===== src/design/u8u16_pkg.sv =====
// ----------------------------------------------------------------------------
// UTF-8 to UTF-16 decoder package
// Shared types and constants for the decoder, its output queue and the top.
// ----------------------------------------------------------------------------
`default_nettype none

package u8u16_pkg;

  typedef enum logic [1:0] {
    STATUS_UNIT = 2'd0,
    STATUS_END  = 2'd1,
    STATUS_ERR  = 2'd2
  } status_e;

  // A result group holds one code unit, or two for a surrogate pair.
  typedef struct packed {
    logic [15:0] unit0;
    logic [15:0] unit1;
    status_e     status;
    logic        two;
  } grp_t;

  localparam logic [20:0] MinTwoByte   = 21'h00080;
  localparam logic [20:0] MinThreeByte = 21'h00800;
  localparam logic [20:0] SurrLow      = 21'h0d800;
  localparam logic [20:0] SurrEnd      = 21'h0e000;
  localparam logic [20:0] MinFourByte  = 21'h10000;
  localparam logic [20:0] MaxPlusOne   = 21'h110000;
  localparam logic [5:0]  HighSurrTag  = 6'b110110;
  localparam logic [5:0]  LowSurrTag   = 6'b110111;

endpackage

`default_nettype wire


===== src/design/u8u16_if.sv =====
// ----------------------------------------------------------------------------
// UTF-8 to UTF-16 decoder channel interfaces
// Byte input channel and code unit output channel, valid/ready handshake.
// ----------------------------------------------------------------------------
`default_nettype none

interface u8u16_in_if;
  logic       valid;
  logic       ready;
  logic [7:0] in_byte;

  modport source (output valid, output in_byte, input ready);
  modport sink (input valid, input in_byte, output ready);
endinterface

interface u8u16_out_if;
  logic        valid;
  logic        ready;
  logic [15:0] code_unit;
  logic [1:0]  status;
  logic        last;

  modport source (output valid, output code_unit, output status, output last, input ready);
  modport sink (input valid, input code_unit, input status, input last, output ready);
endinterface

`default_nettype wire


===== src/design/utf8_to_utf16_decoder_top.sv =====
// ----------------------------------------------------------------------------
// UTF-8 to UTF-16 decoder
// Decodes a NUL-terminated UTF-8 byte stream into UTF-16 code units.
// ----------------------------------------------------------------------------
// Usage: bytes enter on in_i, one item per byte, and code units leave on
// out_o, one item per code unit, with a status and a last flag.
// A clean NUL gives an end marker; a malformed sequence gives one error
// item, after which bytes are dropped up to and including the next NUL,
// unless the malformed byte is itself a NUL. A byte is held in an input
// register, decoded from there and written into a two-entry result queue,
// from which any items it gives are offered. One byte is taken every
// cycle while the result queue is not full; the final byte of a four-byte
// sequence gives two items, which the output sends one after the other.
// Input ready depends only on registered state, never on out_o.ready.
// When the receiver stalls, the queue fills and ready drops; no item is
// lost. Reset clears the sequence state and empties the queue.
// ----------------------------------------------------------------------------
`default_nettype none

module utf8_to_utf16_decoder_top (
  input  wire logic   clk_i,
  input  wire logic   rst_ni,
  u8u16_in_if.sink    in_i,
  u8u16_out_if.source out_o
);

  logic            push;
  logic            full;
  u8u16_pkg::grp_t grp;

  u8u16_decode u_decode (
    .clk_i      (clk_i),
    .rst_ni     (rst_ni),
    .in_valid_i (in_i.valid),
    .in_ready_o (in_i.ready),
    .in_byte_i  (in_i.in_byte),
    .full_i     (full),
    .push_o     (push),
    .grp_o      (grp)
  );

  u8u16_outq u_outq (
    .clk_i       (clk_i),
    .rst_ni      (rst_ni),
    .push_i      (push),
    .grp_i       (grp),
    .full_o      (full),
    .valid_o     (out_o.valid),
    .ready_i     (out_o.ready),
    .code_unit_o (out_o.code_unit),
    .status_o    (out_o.status),
    .last_o      (out_o.last)
  );

endmodule

`default_nettype wire


===== src/design/u8u16_decode.sv =====
// ----------------------------------------------------------------------------
// UTF-8 to UTF-16 byte decoder
// Input byte register, sequence state and the per-byte decode logic.
// ----------------------------------------------------------------------------
`default_nettype none

module u8u16_decode (
  input  wire logic              clk_i,
  input  wire logic              rst_ni,
  input  wire logic              in_valid_i,
  output logic                   in_ready_o,
  input  wire logic [7:0]        in_byte_i,
  input  wire logic              full_i,
  output logic                   push_o,
  output u8u16_pkg::grp_t        grp_o
);

  logic        valid_q, valid_d;
  logic [7:0]  byte_q;
  logic [1:0]  left_q, left_d;
  logic [1:0]  len_q, len_d;
  logic [20:0] part_q, part_d;
  logic        disc_q, disc_d;
  logic        consume;
  logic        has_res;
  logic [20:0] part_new;
  logic [1:0]  left_new;
  logic [20:0] vm;
  logic        bad;

  assign consume    = valid_q && !full_i;
  assign in_ready_o = !valid_q || !full_i;
  assign push_o     = consume && has_res;
  assign part_new   = {part_q[14:0], byte_q[5:0]};
  assign left_new   = left_q - 2'd1;
  assign vm         = part_new - u8u16_pkg::MinFourByte;

  always_comb begin
    left_d       = left_q;
    len_d        = len_q;
    part_d       = part_q;
    disc_d       = disc_q;
    has_res      = 1'b0;
    bad          = 1'b0;
    grp_o.unit0  = '0;
    grp_o.unit1  = '0;
    grp_o.status = u8u16_pkg::STATUS_UNIT;
    grp_o.two    = 1'b0;
    if (disc_q) begin
      if (byte_q == 8'h00) begin
        disc_d = 1'b0;
      end
    end else if (left_q == 2'd0) begin
      if (byte_q == 8'h00) begin
        has_res      = 1'b1;
        grp_o.status = u8u16_pkg::STATUS_END;
      end else if (!byte_q[7]) begin
        has_res     = 1'b1;
        grp_o.unit0 = {8'h00, byte_q};
      end else if (byte_q[7:5] == 3'b110) begin
        part_d = {16'h0000, byte_q[4:0]};
        len_d  = 2'd1;
        left_d = 2'd1;
      end else if (byte_q[7:4] == 4'b1110) begin
        part_d = {17'h00000, byte_q[3:0]};
        len_d  = 2'd2;
        left_d = 2'd2;
      end else if (byte_q[7:3] == 5'b11110) begin
        part_d = {18'h00000, byte_q[2:0]};
        len_d  = 2'd3;
        left_d = 2'd3;
      end else begin
        bad = 1'b1;
      end
    end else if (byte_q[7:6] != 2'b10) begin
      bad = 1'b1;
    end else if (left_new != 2'd0) begin
      part_d = part_new;
      left_d = left_new;
    end else begin
      part_d = '0;
      len_d  = '0;
      left_d = '0;
      case (len_q)
        2'd1: begin
          if (part_new < u8u16_pkg::MinTwoByte) begin
            bad = 1'b1;
          end else begin
            has_res     = 1'b1;
            grp_o.unit0 = part_new[15:0];
          end
        end
        2'd2: begin
          if (part_new < u8u16_pkg::MinThreeByte ||
              (part_new >= u8u16_pkg::SurrLow && part_new < u8u16_pkg::SurrEnd)) begin
            bad = 1'b1;
          end else begin
            has_res     = 1'b1;
            grp_o.unit0 = part_new[15:0];
          end
        end
        default: begin
          if (part_new < u8u16_pkg::MinFourByte || part_new >= u8u16_pkg::MaxPlusOne) begin
            bad = 1'b1;
          end else begin
            has_res     = 1'b1;
            grp_o.unit0 = {u8u16_pkg::HighSurrTag, vm[19:10]};
            grp_o.unit1 = {u8u16_pkg::LowSurrTag, vm[9:0]};
            grp_o.two   = 1'b1;
          end
        end
      endcase
    end
    if (bad) begin
      left_d       = '0;
      len_d        = '0;
      part_d       = '0;
      disc_d       = (byte_q != 8'h00);
      has_res      = 1'b1;
      grp_o.unit0  = '0;
      grp_o.unit1  = '0;
      grp_o.two    = 1'b0;
      grp_o.status = u8u16_pkg::STATUS_ERR;
    end
  end

  always_comb begin
    valid_d = valid_q;
    if (in_valid_i && in_ready_o) begin
      valid_d = 1'b1;
    end else if (consume) begin
      valid_d = 1'b0;
    end
  end

  always_ff @(posedge clk_i or negedge rst_ni) begin
    if (!rst_ni) begin
      valid_q <= 1'b0;
      left_q  <= '0;
      len_q   <= '0;
      part_q  <= '0;
      disc_q  <= 1'b0;
    end else begin
      valid_q <= valid_d;
      if (consume) begin
        left_q <= left_d;
        len_q  <= len_d;
        part_q <= part_d;
        disc_q <= disc_d;
      end
    end
  end

  always_ff @(posedge clk_i) begin
    if (in_valid_i && in_ready_o) begin
      byte_q <= in_byte_i;
    end
  end

endmodule

`default_nettype wire


===== src/design/u8u16_outq.sv =====
// ----------------------------------------------------------------------------
// UTF-8 to UTF-16 output queue
// Two-entry queue of result groups, sent one code unit per item.
// ----------------------------------------------------------------------------
`default_nettype none

module u8u16_outq (
  input  wire logic            clk_i,
  input  wire logic            rst_ni,
  input  wire logic            push_i,
  input  wire u8u16_pkg::grp_t grp_i,
  output logic                 full_o,
  output logic                 valid_o,
  input  wire logic            ready_i,
  output logic [15:0]          code_unit_o,
  output logic [1:0]           status_o,
  output logic                 last_o
);

  u8u16_pkg::grp_t mem_q [2];
  logic            wr_q, rd_q, sub_q;
  logic [1:0]      cnt_q;
  u8u16_pkg::grp_t head;
  logic            pop_unit, pop_grp;

  assign head        = mem_q[rd_q];
  assign full_o      = (cnt_q == 2'd2);
  assign valid_o     = (cnt_q != 2'd0);
  assign code_unit_o = sub_q ? head.unit1 : head.unit0;
  assign status_o    = head.status;
  assign last_o      = !head.two || sub_q;
  assign pop_unit    = valid_o && ready_i;
  assign pop_grp     = pop_unit && last_o;

  always_ff @(posedge clk_i or negedge rst_ni) begin
    if (!rst_ni) begin
      wr_q  <= 1'b0;
      rd_q  <= 1'b0;
      sub_q <= 1'b0;
      cnt_q <= '0;
    end else begin
      if (push_i) begin
        wr_q <= !wr_q;
      end
      if (pop_grp) begin
        rd_q  <= !rd_q;
        sub_q <= 1'b0;
      end else if (pop_unit) begin
        sub_q <= 1'b1;
      end
      if (push_i && !pop_grp) begin
        cnt_q <= cnt_q + 2'd1;
      end else if (!push_i && pop_grp) begin
        cnt_q <= cnt_q - 2'd1;
      end
    end
  end

  always_ff @(posedge clk_i) begin
    if (push_i) begin
      mem_q[wr_q] <= grp_i;
    end
  end

endmodule

`default_nettype wire


===== src/flat_wrapper.sv =====
// flat-port wrapper written by rule: the top's interface ports become plain ports
module utf8_to_utf16_decoder_top_flat 
  (clk_i, rst_ni, in_i_valid, in_i_in_byte, in_i_ready, out_o_valid, out_o_code_unit, out_o_status, out_o_last, out_o_ready);
  u8u16_in_if in_i_i ();
  u8u16_out_if out_o_i ();
  input  wire logic clk_i;
  input  wire logic rst_ni;
  input wire logic [$bits(in_i_i.valid)-1:0] in_i_valid;
  input wire logic [$bits(in_i_i.in_byte)-1:0] in_i_in_byte;
  output wire logic [$bits(in_i_i.ready)-1:0] in_i_ready;
  output wire logic [$bits(out_o_i.valid)-1:0] out_o_valid;
  output wire logic [$bits(out_o_i.code_unit)-1:0] out_o_code_unit;
  output wire logic [$bits(out_o_i.status)-1:0] out_o_status;
  output wire logic [$bits(out_o_i.last)-1:0] out_o_last;
  input wire logic [$bits(out_o_i.ready)-1:0] out_o_ready;
  assign in_i_i.valid = in_i_valid;
  assign in_i_i.in_byte = in_i_in_byte;
  assign in_i_ready = in_i_i.ready;
  assign out_o_valid = out_o_i.valid;
  assign out_o_code_unit = out_o_i.code_unit;
  assign out_o_status = out_o_i.status;
  assign out_o_last = out_o_i.last;
  assign out_o_i.ready = out_o_ready;
  utf8_to_utf16_decoder_top u_core (.clk_i(clk_i), .rst_ni(rst_ni), .in_i(in_i_i), .out_o(out_o_i));
endmodule

===== config.mk =====
export PLATFORM = sky130hd
export DESIGN_NAME = utf8_to_utf16_decoder_top_flat
export DESIGN_NICKNAME = d
export VERILOG_FILES = /design/src/design/u8u16_pkg.sv /design/src/design/u8u16_if.sv /design/src/design/utf8_to_utf16_decoder_top.sv /design/src/design/u8u16_decode.sv /design/src/design/u8u16_outq.sv /design/src/flat_wrapper.sv
export SDC_FILE = /design/constraint.sdc
export NUM_CORES = 1
export LEC_CHECK = 0
export BUFFER_PORTS_ARGS = -buffer_cell sky130_fd_sc_hd__clkbuf_2
export CORE_MARGIN = 2
export CORE_UTILIZATION = 40
export CTS_CLUSTER_SIZE = 14
export DETAILED_ROUTE_END_ITERATION = 7
export GPL_TIMING_DRIVEN = 0
export PLACE_DENSITY_LB_ADDON = 0.08
export SLEW_MARGIN = 25
export SYNTH_ARGS = -nofsm -noshare
export SYNTH_HDL_FRONTEND = slang
export SYNTH_HIERARCHICAL = 1
export SYNTH_SLANG_ARGS = --single-unit

===== constraint.sdc =====
create_clock -name clk_i -period 5.4 [get_ports clk_i]
set_clock_uncertainty 0.1 [all_clocks]
set_input_delay 0.54 -clock clk_i [delete_from_list [all_inputs] [get_ports clk_i]]
set_output_delay 0.54 -clock clk_i [all_outputs]
set_load 0.02 [all_outputs]

# ---- Yosys cells after proc, flatten, opt, wreduce, memory -nomap -nowiden
# Memories as Yosys holds them, arrays and structs flattened.
# Index checks and enable logic that the tools add are counted.
dict set report totals {
  memories 1
  elab_cells 144
  inputBits 12
  reg_bits 34
  ram_bits 70
}
dict set report classes {
  n_lt_le_gt_ge 6
  muxes 80
  addsub 4
  reduce_logical 30
  eq_ne 13
}
# memory words word_bits rd rd_clocked_by_memory_dff write_ports line
set memory_table {}
lappend memory_table {u_core.u_outq.mem_q 2 35 1 0 1 u8u16_outq.sv:20} ;# u8u16_pkg::grp_t mem_q [2];
# operator n
set ops {}
lappend ops {{$mux 15} 10}
lappend ops {{$mux 16} 6}
lappend ops {{$mux 32} 3}
lappend ops {{$mux 35} 2}
lappend ops {{$mux 1} 36}
lappend ops {{$mux 2} 18}
lappend ops {{$pmux 16 s2} 1}
lappend ops {{$ge 21x16->1 const B} 1}
lappend ops {{$ge 21x21->1 const B} 1}
lappend ops {{$lt 21x12->1 const B} 1}
lappend ops {{$lt 21x16->1 const B} 1}
lappend ops {{$lt 21x17->1 const B} 1}
lappend ops {{$lt 21x8->1 const B} 1}
lappend ops {{$sub 20x17->20 const B} 1}
lappend ops {{$mux 7} 2}
lappend ops {{$ne 3x3->1 const B} 4}
lappend ops {{$reduce_bool 2->1} 5}
lappend ops {{$logic_and 1x1->1} 8}
lappend ops {{$logic_not 8->1} 1}
lappend ops {{$reduce_bool 8->1} 1}
lappend ops {{$logic_not 1->1} 7}
lappend ops {{$reduce_and 7->1} 1}
lappend ops {{$reduce_and 6->1} 1}
lappend ops {{$eq 5x5->1 const B} 1}
lappend ops {{13 further kinds} 19}

# ---- Longest topological paths before layout
# Gate-level depths: netlist of run 1.
dict set report depth {
  ltp_word 15
  mapped_depth 11
  depth_no_buf 11
}

# ---- By module
# Netlist of run 1, hierarchy kept.
# mod area_per_inst_um2 instances cells_per_inst seq_area_each_um2
set modules_own_cells {}
lappend modules_own_cells {u8u16_outq 2778.9 1 117 2227.1}
lappend modules_own_cells {u8u16_decode 2020.7 1 221 765.7}

# ---- Worst setup path before layout of run 1
# No wires, ideal clock.
dict set report synth_path {
  path_kind {register to register}
  from {register u_core.u_decode.part_q[9]}
  to {memory u_core/u_outq/mem_q[0][0] (netlist bit) (enable)}
  n_path_buf 0
  setup_slack_ns 0.944
  path_stages_with_launch 7
  t_arrival_ns 3.924
  cell_sequence {dfrtp_1 > or4_4 > a2111oi_4 > a221oi_2 > or3_1 > a41oi_1 > nor2b_1}
}
dict set report synth_between {
  elab_chain_cells 13
}
# item line
set synth_lines {}
lappend synth_lines {{from (decl)} u8u16_decode.sv:22} ;# logic [20:0] part_q, part_d;
lappend synth_lines {{from (signal assigned)} u8u16_decode.sv:148} ;# part_q <= part_d;
lappend synth_lines {{$ge 21x16->1 / $lt 21x16->1 (equally long branches)} u8u16_decode.sv:95} ;# (part_new >= u8u16_pkg::SurrLow && part_new < u8u16_pkg::SurrEnd)) begin
lappend synth_lines {{$logic_and 1x1->1} u8u16_decode.sv:95}
lappend synth_lines {{$logic_or 1x1->1} u8u16_decode.sv:94} ;# if (part_new < u8u16_pkg::MinThreeByte ||
lappend synth_lines {{$mux 1} u8u16_decode.sv:94}
lappend synth_lines {{$pmux 1 s2} u8u16_decode.sv:84} ;# case (len_q)
lappend synth_lines {{$mux 1} u8u16_decode.sv:77} ;# end else if (left_new != 2'd0) begin
lappend synth_lines {{$mux 1} u8u16_decode.sv:75} ;# end else if (byte_q[7:6] != 2'b10) begin
lappend synth_lines {{$mux 1} u8u16_decode.sv:53} ;# end else if (left_q == 2'd0) begin
lappend synth_lines {{$mux 1} u8u16_decode.sv:49} ;# if (disc_q) begin
lappend synth_lines {{$mux 1 (*)} u8u16_decode.sv:114} ;# if (bad) begin
lappend synth_lines {{$logic_and 1x1->1 (*)} u8u16_decode.sv:33} ;# assign push_o = consume && has_res;
lappend synth_lines {{named net u_core.push} utf8_to_utf16_decoder_top.sv:27} ;# logic push;
lappend synth_lines {{$mux 1 (*)} u8u16_outq.sv:60} ;# if (push_i) begin
lappend synth_lines {{$mux 1 (implied by the code) (*)} u8u16_outq.sv:61} ;# mem_q[wr_q] <= grp_i;
lappend synth_lines {{to (decl)} u8u16_outq.sv:20}
# The timed path passes the listed nets; every way through them passes the cells marked *.

# ---- Final worst setup path of run 1
dict set report layout_path {
  from {register u_core.u_decode.part_q[8]}
  to {memory u_core/u_outq/mem_q[0][13] (netlist bit) (enable)}
}
# The elaborated chain is that of the path after synthesis.

==> flow_metrics.tcl, run 1 <==
set metrics [dict create \
    status "finished, final reports clean" \
    grt_first_pass_wirelength_um 16930 \
    tns_ns 0 \
    max-cap-violations 0 \
    ys_seq_area_frac 0.6236 \
    synth-edff-count 78 \
    rsz0062_at_grt "false" \
    rr_startpoint "u_core/u_decode/part_q[8]" \
    power_per_cell_area_nw_per_um2 467.5 \
    r2r_cells 7 \
    synth-simple-area-share 0.1118 \
    antenna_found_initial 0 \
    die_h_um 113.5 \
    cts_sinks 104 \
    fp-row-count 40 \
    tightest_slew_ns 0.9867 \
    post-dp-hpwl_um 7480 \
    die_w_um 113.5 \
    clkPwrFrac 0.233 \
    drt-total-wl_um 10510 \
    yosysUniqueCellTypes 61 \
    core-area_um2 11860 \
    netlist_area_um2 4800 \
    firstDrtPassIters 6 \
    r2r-end "u_core/u_outq/mem_q[0][13]" \
    vias 2988 \
    critPathMaxStageDelay_ns 0.62 \
    gr-total-overflow 0 \
    synthXorXnorAreaFrac 0.01095 \
    drc 0 \
    drv_slew 0 \
    cts_setup_buffers 0 \
    yosys-top-cells-count "edfxtp_1, dfrtp_1, mux4_2, nand2_1, o21ai_0" \
    critPathKind "flop to flop" \
    yosys_warnings 6 \
    relSlewSlack 0.3405 \
    layout-drive-gt1-share 0.2429 \
    wl_per_cell_um 19.68 \
    synth_top_area_frac 0.4880 \
    portBuffers 32 \
    swShare 0.3625 \
    grt_pass1_vias 3007 \
    async_reset_ff_frac 0.2500 \
    synthFlopType "edfxtp_1" \
    synth_top_area_cell "edfxtp_1" \
    p_total_uw 2565 \
    synth_compound_area_frac 0.1204 \
    combPwrFrac 0.366 \
    ant_nets 0 \
    cp_max_fo 18 \
    nets 400 \
    cts_max_path_buffers 2 \
    num_antenna_cells 0 \
    final.period_utilization 0.7207 \
    power_frac_seq 0.401 \
    internal_power_uw 1635 \
    ios 33 \
    p_leak_uw 0.001943 \
    grt_max_degree 27 \
    cts_hold_buffers 0 \
    track_usage 0.1752 \
    cp-end-kind "flop" \
    dp_cells 519 \
    cts-root-buf "clkbuf_16" \
    synth.area.mux_share 0.08420 \
    vias_per_cell 5.596 \
    path_cells "or4_4 > a2111oi_4 > a221oi_2 > or3_1 > a41oi_1 > nor2b_4 > buf_16" \
    syn2layout_area_growth_pct 14.34 \
    place_congestion 0.8841 \
    r2r_slack_ns 1.51 \
    setup_viol 0 \
    synth-seq-cells 104 \
    setup.worst_path.start_class "flop" \
    drt_iter0_drc 175 \
    synth-adder-area-share 0.01303 \
    final_cells 534 \
    synth_top_family_by_area "compound AO/OA/AOI/OAI gates" \
    synth.most_common_cell "edfxtp_1" \
    hold_slack_ns 0.1557 \
    postSynthCellCount 338 \
    power_switching_uw 930.0 \
    finalHoldViolations 0 \
    cts_tree "done" \
    synth_nets 355 \
    clk_pin_slew_ns 0.07 \
    min_period_ns 3.892 \
    critPathRequiredTime_ns 5.35 \
    endpoint "u_core/u_outq/mem_q[0][13]" \
    cts_buffers 9 \
    fin_util 0.4627 \
    cp-startpoint "u_core/u_decode/part_q[8]" \
    max-vdd-ir-drop_mv 0.1659 \
    clk_latency_ns 0.34 \
    synth.avg_cell_area_um2 14.20 \
    slowest_stage "nor2b_4" \
    start_util 0.4046 \
    worstHoldPathType "primary input to asynchronous set/reset pin" \
    ctsResizeCount 0 \
    dieArea_um2 12890 \
    h-tree-depth 3 \
    maxClockFrequency_ghz 0.2570 \
    synth_area_leaders "edfxtp_1, dfrtp_1, mux4_2" \
    cp.arrival_ns 3.84 \
]
## critical path, delay by kind of cell, from the launching register on
kind                   cells  cell delay [ns]
flip-flops                 1             0.47
AO/OA/AOI/OAI              3             1.14
buffers and inverters      1             0.23
AND/OR/NAND/NOR            3             1.63
## registers in the layout, summed over array words and instances (netlist names)
register and cells:
u_core/u_decode/byte_q 8, u_core/u_decode/disc_q 1, u_core/u_decode/left_q 2, u_core/u_decode/len_q 2
u_core/u_decode/part_q 15, u_core/u_decode/valid_q 1, u_core/u_outq/cnt_q 2, u_core/u_outq/mem_q 70
u_core/u_outq/rd_q 1, u_core/u_outq/sub_q 1, u_core/u_outq/wr_q 1
## power by group through the flow
stage / sequential, uW / combinational [uW] / clock (uW)
6_report: 1030 / 939 / 598
5_1_grt: 1040 / 1030 / 655
4_1_cts: 1030 / 945 / 616
3_5_place_dp: 1040 / 940 / 0
3_3_place_gp: 1040 / 935 / 0
2_1_floorplan: 1010 / 708 / 0
## stage by stage
stage | instance area (um^2) | worst slack, ns
detailed placement | 5210 | 1.555
global route | 5488 | 1.275
CTS | 5483 | 1.528
floorplan | 4800 | 0.9444
global placement | 5144 | -0.2832
finish | 5488 | 1.508
## cells by family (layout without fill, tap and decap cells)
logic type,after synthesis,count (layout)
multiplexers,20,20
other,1,1
XOR/XNOR,6,6
buffers and inverters,33,82
adder cells (fa/ha/maj),5,5
AND/OR/NAND/NOR,96,96
AO/OA/AOI/OAI,73,73
flip-flops,104,104
## routing by layer
metal | GRT usage | routed length [um] | up-vias
li1 | - | - | 1393
met1 | 0.2478 | 4980 | 1515
met2 | 0.2715 | 4958 | 63
met3 | 0.03613 | 324 | 17
met4 | 0.06098 | 244 | 0
met5 | 0 | 0 | -
## cell type report
class | instances | area (um^2)
plain buffers | 23 | 131.4
clock buffers | 10 | 229.0
clock inverters | 5 | 43.79
fillers | 1082 | 6374
inverters | 10 | 37.54
multi-input cells | 201 | 1654
flip-flops and latches | 104 | 2993
well taps | 147 | 183.9
repair buffers | 34 | 215.2
## how the worst min path moves through the flow
stage | slack [ns] | endpoint | cells after the start | start
6_report | 0.16 | u_core/u_outq/sub_q | 1 | rst_ni
2_1_floorplan | 0.14 | u_core/u_decode/disc_q | 0 | rst_ni
3_3_place_gp | 0.37 | u_core/u_outq/wr_q | 1 | u_core/u_outq/wr_q
3_5_place_dp | 0.40 | u_core/u_outq/cnt_q[1] | 1 | u_core/u_outq/cnt_q[1]
5_1_grt | 0.21 | u_core/u_outq/sub_q | 1 | rst_ni
4_1_cts | 0.17 | u_core/u_outq/sub_q | 1 | rst_ni
## layout by cell type, fill, tap and decap left out, types with 2 or more instances in the layout
cell,instances
edfxtp_1,78
clkbuf_2,32
dfrtp_1,26
nand2_1,16
o21ai_0,16
mux4_2,16
nor2_1,15
and2_1,14
clkbuf_1,12
a22o_1,12
inv_1,10
a21oi_1,10
clkbuf_16,9
nor3_1,8
buf_4,7
nor2b_1,6
nand3_1,5
ha_1,5
or3_1,4
nor4_1,4
a22oi_1,4
xor2_1,4
nand2b_1,3
o31ai_1,3
or2_2,3
mux2_2,3
o211ai_1,3
a211oi_1,3
buf_2,3
clkinv_4,2
clkinvlp_4,2
nor3b_1,2
and3_1,2
a32o_1,2
nand3b_1,2
nand4_1,2
or4_1,2
xnor2_1,2
buf_6,2
buf_16,2
Note: power is estimated with default switching activity, not from simulation.
==> inputs of run 2 (changes only) <==
--- a/config.mk
+++ b/config.mk
@@ -5,6 +5,7 @@
 export SDC_FILE = /design/constraint.sdc
 export NUM_CORES = 1
 export LEC_CHECK = 0
+export ABC_AREA = 1
 export BUFFER_PORTS_ARGS = -buffer_cell sky130_fd_sc_hd__clkbuf_2
 export CORE_MARGIN = 2
 export CORE_UTILIZATION = 40
==> constraint.sdc (replaced) <==
create_clock -name clk_i -period 3.8 [get_ports clk_i]
set_clock_uncertainty 0.1 [all_clocks]
set_input_delay 0.38 -clock clk_i [delete_from_list [all_inputs] [get_ports clk_i]]
set_output_delay 0.38 -clock clk_i [all_outputs]
set_load 0.02 [all_outputs]
==> run 2 against run 1 <==
  * Non-clock buffer count rose by 7
  * Critical endpoint is now u_core/u_outq/mem_q[1][2]
  * Sequential power rose by 42%
  * Clock power rose by 45%
  * Largest power group is now combinational logic
  * Power rose by 52%
  * First-iteration DRC count rose by 39%
  * Sequential cell count did not move
  * Synthesized cell count rose by 59%
  * Critical path type unchanged
  * Count of clock-buffer cells in the layout did not move
  * Register-to-register slack got worse by 0.79 ns
==> flow_metrics.tcl, run 2 <==
set metrics [dict create \
    status "finished, final reports clean" \
    cp_max_fo 21 \
    vias 3872 \
    synth_top_area_frac 0.4558 \
    syn2layout_area_growth_pct 14.29 \
    dp_cells 745 \
    layout_common_cells "nand2_1, nor2_1, edfxtp_1" \
    power_per_cell_area_nw_per_um2 663.5 \
    post-dp-hpwl_um 8810 \
    yosys-top-cells-count "nand2_1, nor2_1, edfxtp_1" \
    grt_pass1_vias 3763 \
    cts_max_path_buffers 2 \
    largest_registers "u_core/u_outq/mem_q x70, u_core/u_decode/part_q x15, u_core/u_decode/byte_q x8" \
    final_cells 762 \
    synth_top_area_cell "edfxtp_1" \
    dieArea_um2 13770 \
    ant_nets 0 \
    layout-drive-gt1-share 0.1695 \
    netlist_area_um2 5139 \
    fill_cells 1220 \
    wl_per_cell_um 16.33 \
    m1WireLength_um 5728 \
    p_total_uw 3897 \
    p_leak_uw 0.002446 \
    dr_wl_met2_um 5977 \
    highest_layer "met4" \
    h-tree-depth 3 \
    drt-total-wl_um 12440 \
    r2r_slack_ns 0.71 \
    clk_pin_slew_ns 0.07 \
    maxClockFrequency_ghz 0.3240 \
    rsz0062_at_grt "false" \
    cts_tree "done" \
    max-cap-violations 0 \
    grt_first_pass_wirelength_um 20010 \
    cts_sinks 104 \
    portBuffers 32 \
    tightest_slew_ns 0.7385 \
    die_h_um 117.3 \
    finalHoldViolations 0 \
    min_period_ns 3.087 \
    cp-end-kind "flop" \
    yosysUniqueCellTypes 38 \
    gr-total-overflow 0 \
    drc 0 \
    setup.worst_path.start_class "flop" \
    firstDrtPassIters 5 \
    drv_slew 0 \
    fp-row-count 41 \
    critPathRequiredTime_ns 3.76 \
    vias_per_cell 5.081 \
    regArea_um2 2993 \
    largest_reg_flops 70 \
    synth.most_common_cell "nand2_1" \
    place_ws_ns 0.6581 \
    yosys_warnings 6 \
    wl_met3_um 472 \
    drt_iter0_drc 243 \
    relSlewSlack 0.5077 \
    max-vdd-ir-drop_mv 0.2642 \
    antenna_found_initial 0 \
    core-area_um2 12570 \
    grt_max_degree 27 \
    nets 602 \
    ios 33 \
    num_antenna_cells 0 \
    critPathKind "flop to flop" \
    cp.arrival_ns 3.05 \
    die_w_um 117.3 \
    final.period_utilization 0.8123 \
    synth_nets 555 \
    worstHoldPathType "primary input to flop" \
    ys_seq_area_frac 0.5824 \
    synth.avg_cell_area_um2 9.551 \
    worst_slack_ns 0.7133 \
    synth-seq-cells 104 \
    synth_area_leaders "edfxtp_1, dfrtp_1, nand2_1" \
    synthFlopType "edfxtp_1" \
    async_reset_ff_frac 0.2500 \
    final_common_cell "nand2_1" \
    start_util 0.4089 \
    clk_latency_ns 0.35 \
    cts_buffers 9 \
    place_congestion 0.8571 \
    postSynthCellCount 538 \
    setup_viol 0 \
    synth-edff-count 78 \
    track_usage 0.1896 \
    top_register "u_core/u_outq/mem_q" \
    multi_input_area_um2 1718 \
    cts-root-buf "clkbuf_16" \
]
==> run 2: changes by cell type in the layout (fill, tap and decap cells not counted), moves of 16 or more <==
cell / previous run / this run
inv_1: 10 / 51
mux4_2: 16 / 0
nand2_1: 16 / 101
nand3_1: 5 / 34
nand4_1: 2 / 22
nor2_1: 15 / 80
o21ai_0: 16 / 37
o22ai_1: 0 / 17
==> run 2: path summary, 6_finish.rpt <==
path | startpoint | to | depth (start not counted)
setup / recovery | u_core/u_decode/part_q[10] | u_core/u_outq/mem_q[1][2] | 13
hold / removal | in_i_in_byte[1] | u_core/u_decode/byte_q[1] | 1
setup reg to reg | u_core/u_decode/part_q[10] | u_core/u_outq/mem_q[1][2] | 13
hold reg to reg | u_core/u_outq/cnt_q[1] | u_core/u_outq/cnt_q[1] | 2
max in group asynchronous | rst_ni | u_core/u_decode/part_q[1] | 2
min in group asynchronous | rst_ni | u_core/u_decode/valid_q | 2
==> run 2: logic make-up (layout without fill, tap and decap cells) <==
group	after synthesis	after routing	synth area share
simple gates	260	260	0.2311
flops	104	104	0.5824
buf+inv	90	142	0.08473
compound gates	74	74	0.08206
fa+ha+maj	5	5	0.01217
xor+xnor	4	4	0.006819
other cells	1	1	0.0007298
==> run 2: cell type report <==
| class | count | area share |
|---|---|---|
| inverters | 62 | 0.04005 |
| multi-input cells | 344 | 0.2925 |
| clock inverters | 6 | 0.007243 |
| flip-flops and latches | 104 | 0.5096 |
| repair buffers | 36 | 0.04090 |
| well taps | 172 | 0.03664 |
| clock buffers | 10 | 0.03899 |
| plain buffers | 28 | 0.03409 |
==> run 2: what timing repair did <==
action | CTS | global route
hold endpoints to repair | 26 | 0
hold buffers | 1 | 0
buffers inserted | 0 | 0
gates resized for setup | 0 | 0
==> run 2: where the power goes <==
group	internal (uW)	total (uW)	switching, uW
sequential	1310	1460	141
clock	447	865	418
combinational	503	1580	1070
total	2260	3900	1630
==> run 2: routing by layer <==
metal  vias to the layer above  GRT usage
li1                       1915          -
met1                      1849     0.2564
met2                        89     0.3067
met3                        19    0.02772
met4                         0    0.07907
met5                         -          0
==> run 2: through the flow <==
stage	TNS, ns	hold WS (ns)	utilization	cell area (um^2)
after floorplan	0	-0.01559	-	5139
after global placement	-44.62	0.3525	0.4387	5514
after detailed placement	0	0.3592	0.4449	5592
after CTS	0	0.08680	0.4673	5873
after global routing	0	0.09388	0.4673	5873
final	0	0.09762	0.4673	5873
==> run 2: critical path, stage by stage, from the launching register on <==
cell	delay [ns]
dfrtp_1	0.51
ha_1	0.20
nand3_1	0.08
nor2_1	0.13
nand3_1	0.13
nand3_2	0.17
nand3_2	0.10
nand3_2	0.12
nand3_4	0.17
buf_6	0.20
a21oi_2	0.22
nand2_1	0.09
inv_2	0.32
buf_16	0.22
==> inputs of run 3 (changes only) <==
--- a/config.mk
+++ b/config.mk
@@ -5,7 +5,7 @@
 export SDC_FILE = /design/constraint.sdc
 export NUM_CORES = 1
 export LEC_CHECK = 0
-export ABC_AREA = 1
+export ABC_AREA = 0
 export BUFFER_PORTS_ARGS = -buffer_cell sky130_fd_sc_hd__clkbuf_2
 export CORE_MARGIN = 2
 export CORE_UTILIZATION = 40
==> constraint.sdc (replaced) <==
create_clock -name clk_i -period 3.1 [get_ports clk_i]
set_clock_uncertainty 0.1 [all_clocks]
set_input_delay 0.31 -clock clk_i [delete_from_list [all_inputs] [get_ports clk_i]]
set_output_delay 0.31 -clock clk_i [all_outputs]
set_load 0.02 [all_outputs]
==> run 3 against run 2 <==
  * The run now ends with negative setup slack left
  * Cell count is 26% lower
  * Worst hold slack worse by 0.069 ns
  * Via count decreased by 18%
  * Sequential share of layout area fell by 0.24 points
  * Setup slack lost 0.74 ns
  * Sequential cell count is the same
  * Routed wire length is 7.1% lower
  * Clock power grew 34%
  * Largest power group unchanged
  * Highest routed layer unchanged
==> flow_metrics.tcl, run 3 (synthesis results as in run 1) <==
set metrics [dict create \
    final_common_cell "edfxtp_1" \
    grt_max_degree 27 \
    critPathMaxStageDelay_ns 0.59 \
    critPathKind "flop to flop" \
    num_antenna_cells 0 \
    h-tree-depth 3 \
    violations "negative setup slack" \
    largest_reg_flops 70 \
    cts_sinks 104 \
    final.period_utilization 1.010 \
    fin_util 0.4983 \
    grt_first_pass_wirelength_um 17940 \
    ant_nets 0 \
    min_period_ns 3.130 \
    setup.worst_path.start_class "flop" \
    p_leak_uw 0.002137 \
    vias_per_cell 5.580 \
    critPathRequiredTime_ns 3.07 \
    max-cap-violations 0 \
    cp_max_fo 10 \
    layout-drive-gt1-share 0.3429 \
    layout_common_cells "edfxtp_1, clkbuf_2, buf_4" \
    wl_per_cell_um 20.39 \
    clk_latency_ns 0.36 \
    dieArea_um2 12890 \
    top_register "u_core/u_outq/mem_q" \
    slowest_stage "or4_4" \
    die_h_um 113.5 \
    syn2layout_area_growth_pct 23.15 \
    start_util 0.4046 \
    maxClockFrequency_ghz 0.3195 \
    cpMostUsedCell "buf_4" \
    cts_tree "done" \
    drt_iter0_drc 222 \
    tns_ns -0.5862 \
    cp-end-kind "flop" \
    worstHoldPathType "primary input to flop" \
    vias 3164 \
    cts_max_path_buffers 2 \
    antenna_found_initial 0 \
    die_w_um 113.5 \
    status "complete, but fails checks" \
    cp.arrival_ns 3.10 \
    nets 432 \
    finalHoldViolations 0 \
    whs_path_depth 1 \
    portBuffers 32 \
    tightest_slew_ns 0.7423 \
    drv_slew 0 \
    cts_buffers 9 \
    post-dp-hpwl_um 7494 \
    regArea_um2 2998 \
    multi_input_area_um2 1831 \
    power_per_cell_area_nw_per_um2 830.6 \
    relSlewSlack 0.5041 \
    drt-total-wl_um 11560 \
    clk_pin_slew_ns 0.07 \
    final_cells 567 \
    grt_pass1_vias 3103 \
    hold_slack_ns 0.02822 \
    path_cells "or4_4 > a2111oi_4 > buf_4 > a221oi_4 > or3_4 > a41oi_4 > nor2b_4 > buf_4 > buf_16" \
    max-vdd-ir-drop_mv 0.2828 \
    fill_cells 1047 \
    track_usage 0.1897 \
    largest_registers "u_core/u_outq/mem_q x70, u_core/u_decode/part_q x15, u_core/u_decode/byte_q x8" \
    fp-row-count 40 \
    core-area_um2 11860 \
    place_congestion 0.9171 \
    cts-root-buf "clkbuf_16" \
    drc 0 \
    dp_cells 518 \
    gr-total-overflow 0 \
    firstDrtPassIters 4 \
    rsz0062_at_grt "true" \
    ios 33 \
    r2r_cells 9 \
    setup_viol 21 \
    worst_slack_ns -0.02952 \
]
[run 3: changes by cell type in the layout (fill, tap and decap cells not counted), moves of 16 or more]
cell	previous run	this run
o22ai_1	17	0
mux4_2	0	16
nand4_1	22	2
inv_1	51	10
o21ai_0	37	15
buf_4	10	29
nor2_1	80	15
nand3_1	34	5
nand2_1	101	16
[run 3: power breakdown]
part	internal [uW]	switching [uW]
combinational	827	1120
sequential	1650	153
clock	636	524
total	3110	1800
[run 3: final cells by class]
cell class,instances,area share
inverter,10,0.006351
sequential,104,0.5072
multi-input combinational,207,0.3097
tap,147,0.03112
clock buffer,9,0.03810
timing repair buffer,60,0.07176
clock inverter,7,0.01334
buffer,23,0.02244
[run 3: timing repair]
| action | CTS | global route |
|---|---|---|
| gates cloned | 7 | 0 |
| resized for setup | 19 | 14 |
| buffers inserted | 17 | 9 |
| pin swaps | 7 | 11 |
| setup endpoints to repair | 105 | 92 |
| endpoints found under the hold margin | 26 | 0 |
| hold buffers | 1 | 0 |
[run 3: worst paths after layout]
kind | start | end | slack [ns]
setup / recovery | u_core/u_decode/part_q[5] | u_core/u_outq/mem_q[0][33] | -0.03
hold / removal | in_i_in_byte[5] | u_core/u_decode/byte_q[5] | 0.03
setup reg to reg | u_core/u_decode/part_q[5] | u_core/u_outq/mem_q[0][33] | -0.03
hold reg to reg | u_core/u_outq/cnt_q[1] | u_core/u_outq/cnt_q[1] | 0.40
max in group asynchronous | rst_ni | u_core/u_decode/part_q[8] | 1.94
min in group asynchronous | rst_ni | u_core/u_outq/sub_q | 0.44
[run 3: routing by layer]
metal,GRT usage,share of wire,vias up
met3,0.04729,0.055,15
met4,0.06585,0.020,0
met5,0,0,-
met1,0.2630,0.45,1585
met2,0.2938,0.47,88
li1,-,-,1476
[run 3: metrics by stage]
| step | power [uW] | worst slack, ns | cell area, um^2 |
|---|---|---|---|
| floorplan | 3037 | -0.2176 | 4827 |
| global placement | 3476 | -0.7831 | 5171 |
| detailed placement | 3480 | -0.6218 | 5201 |
| CTS | 4832 | -0.02052 | 5796 |
| global route | 5191 | -0.1209 | 5911 |
| finish | 4909 | -0.02952 | 5911 |
[run 3: worst max-delay path: cells and delay by family, from the launching register on]
kind / cells / cell delay, ns
AOI/OAI and AO/OA: 3 / 0.67
buffers and inverters: 3 / 0.48
DFF: 1 / 0.42
and+or+nand+nor: 3 / 1.18
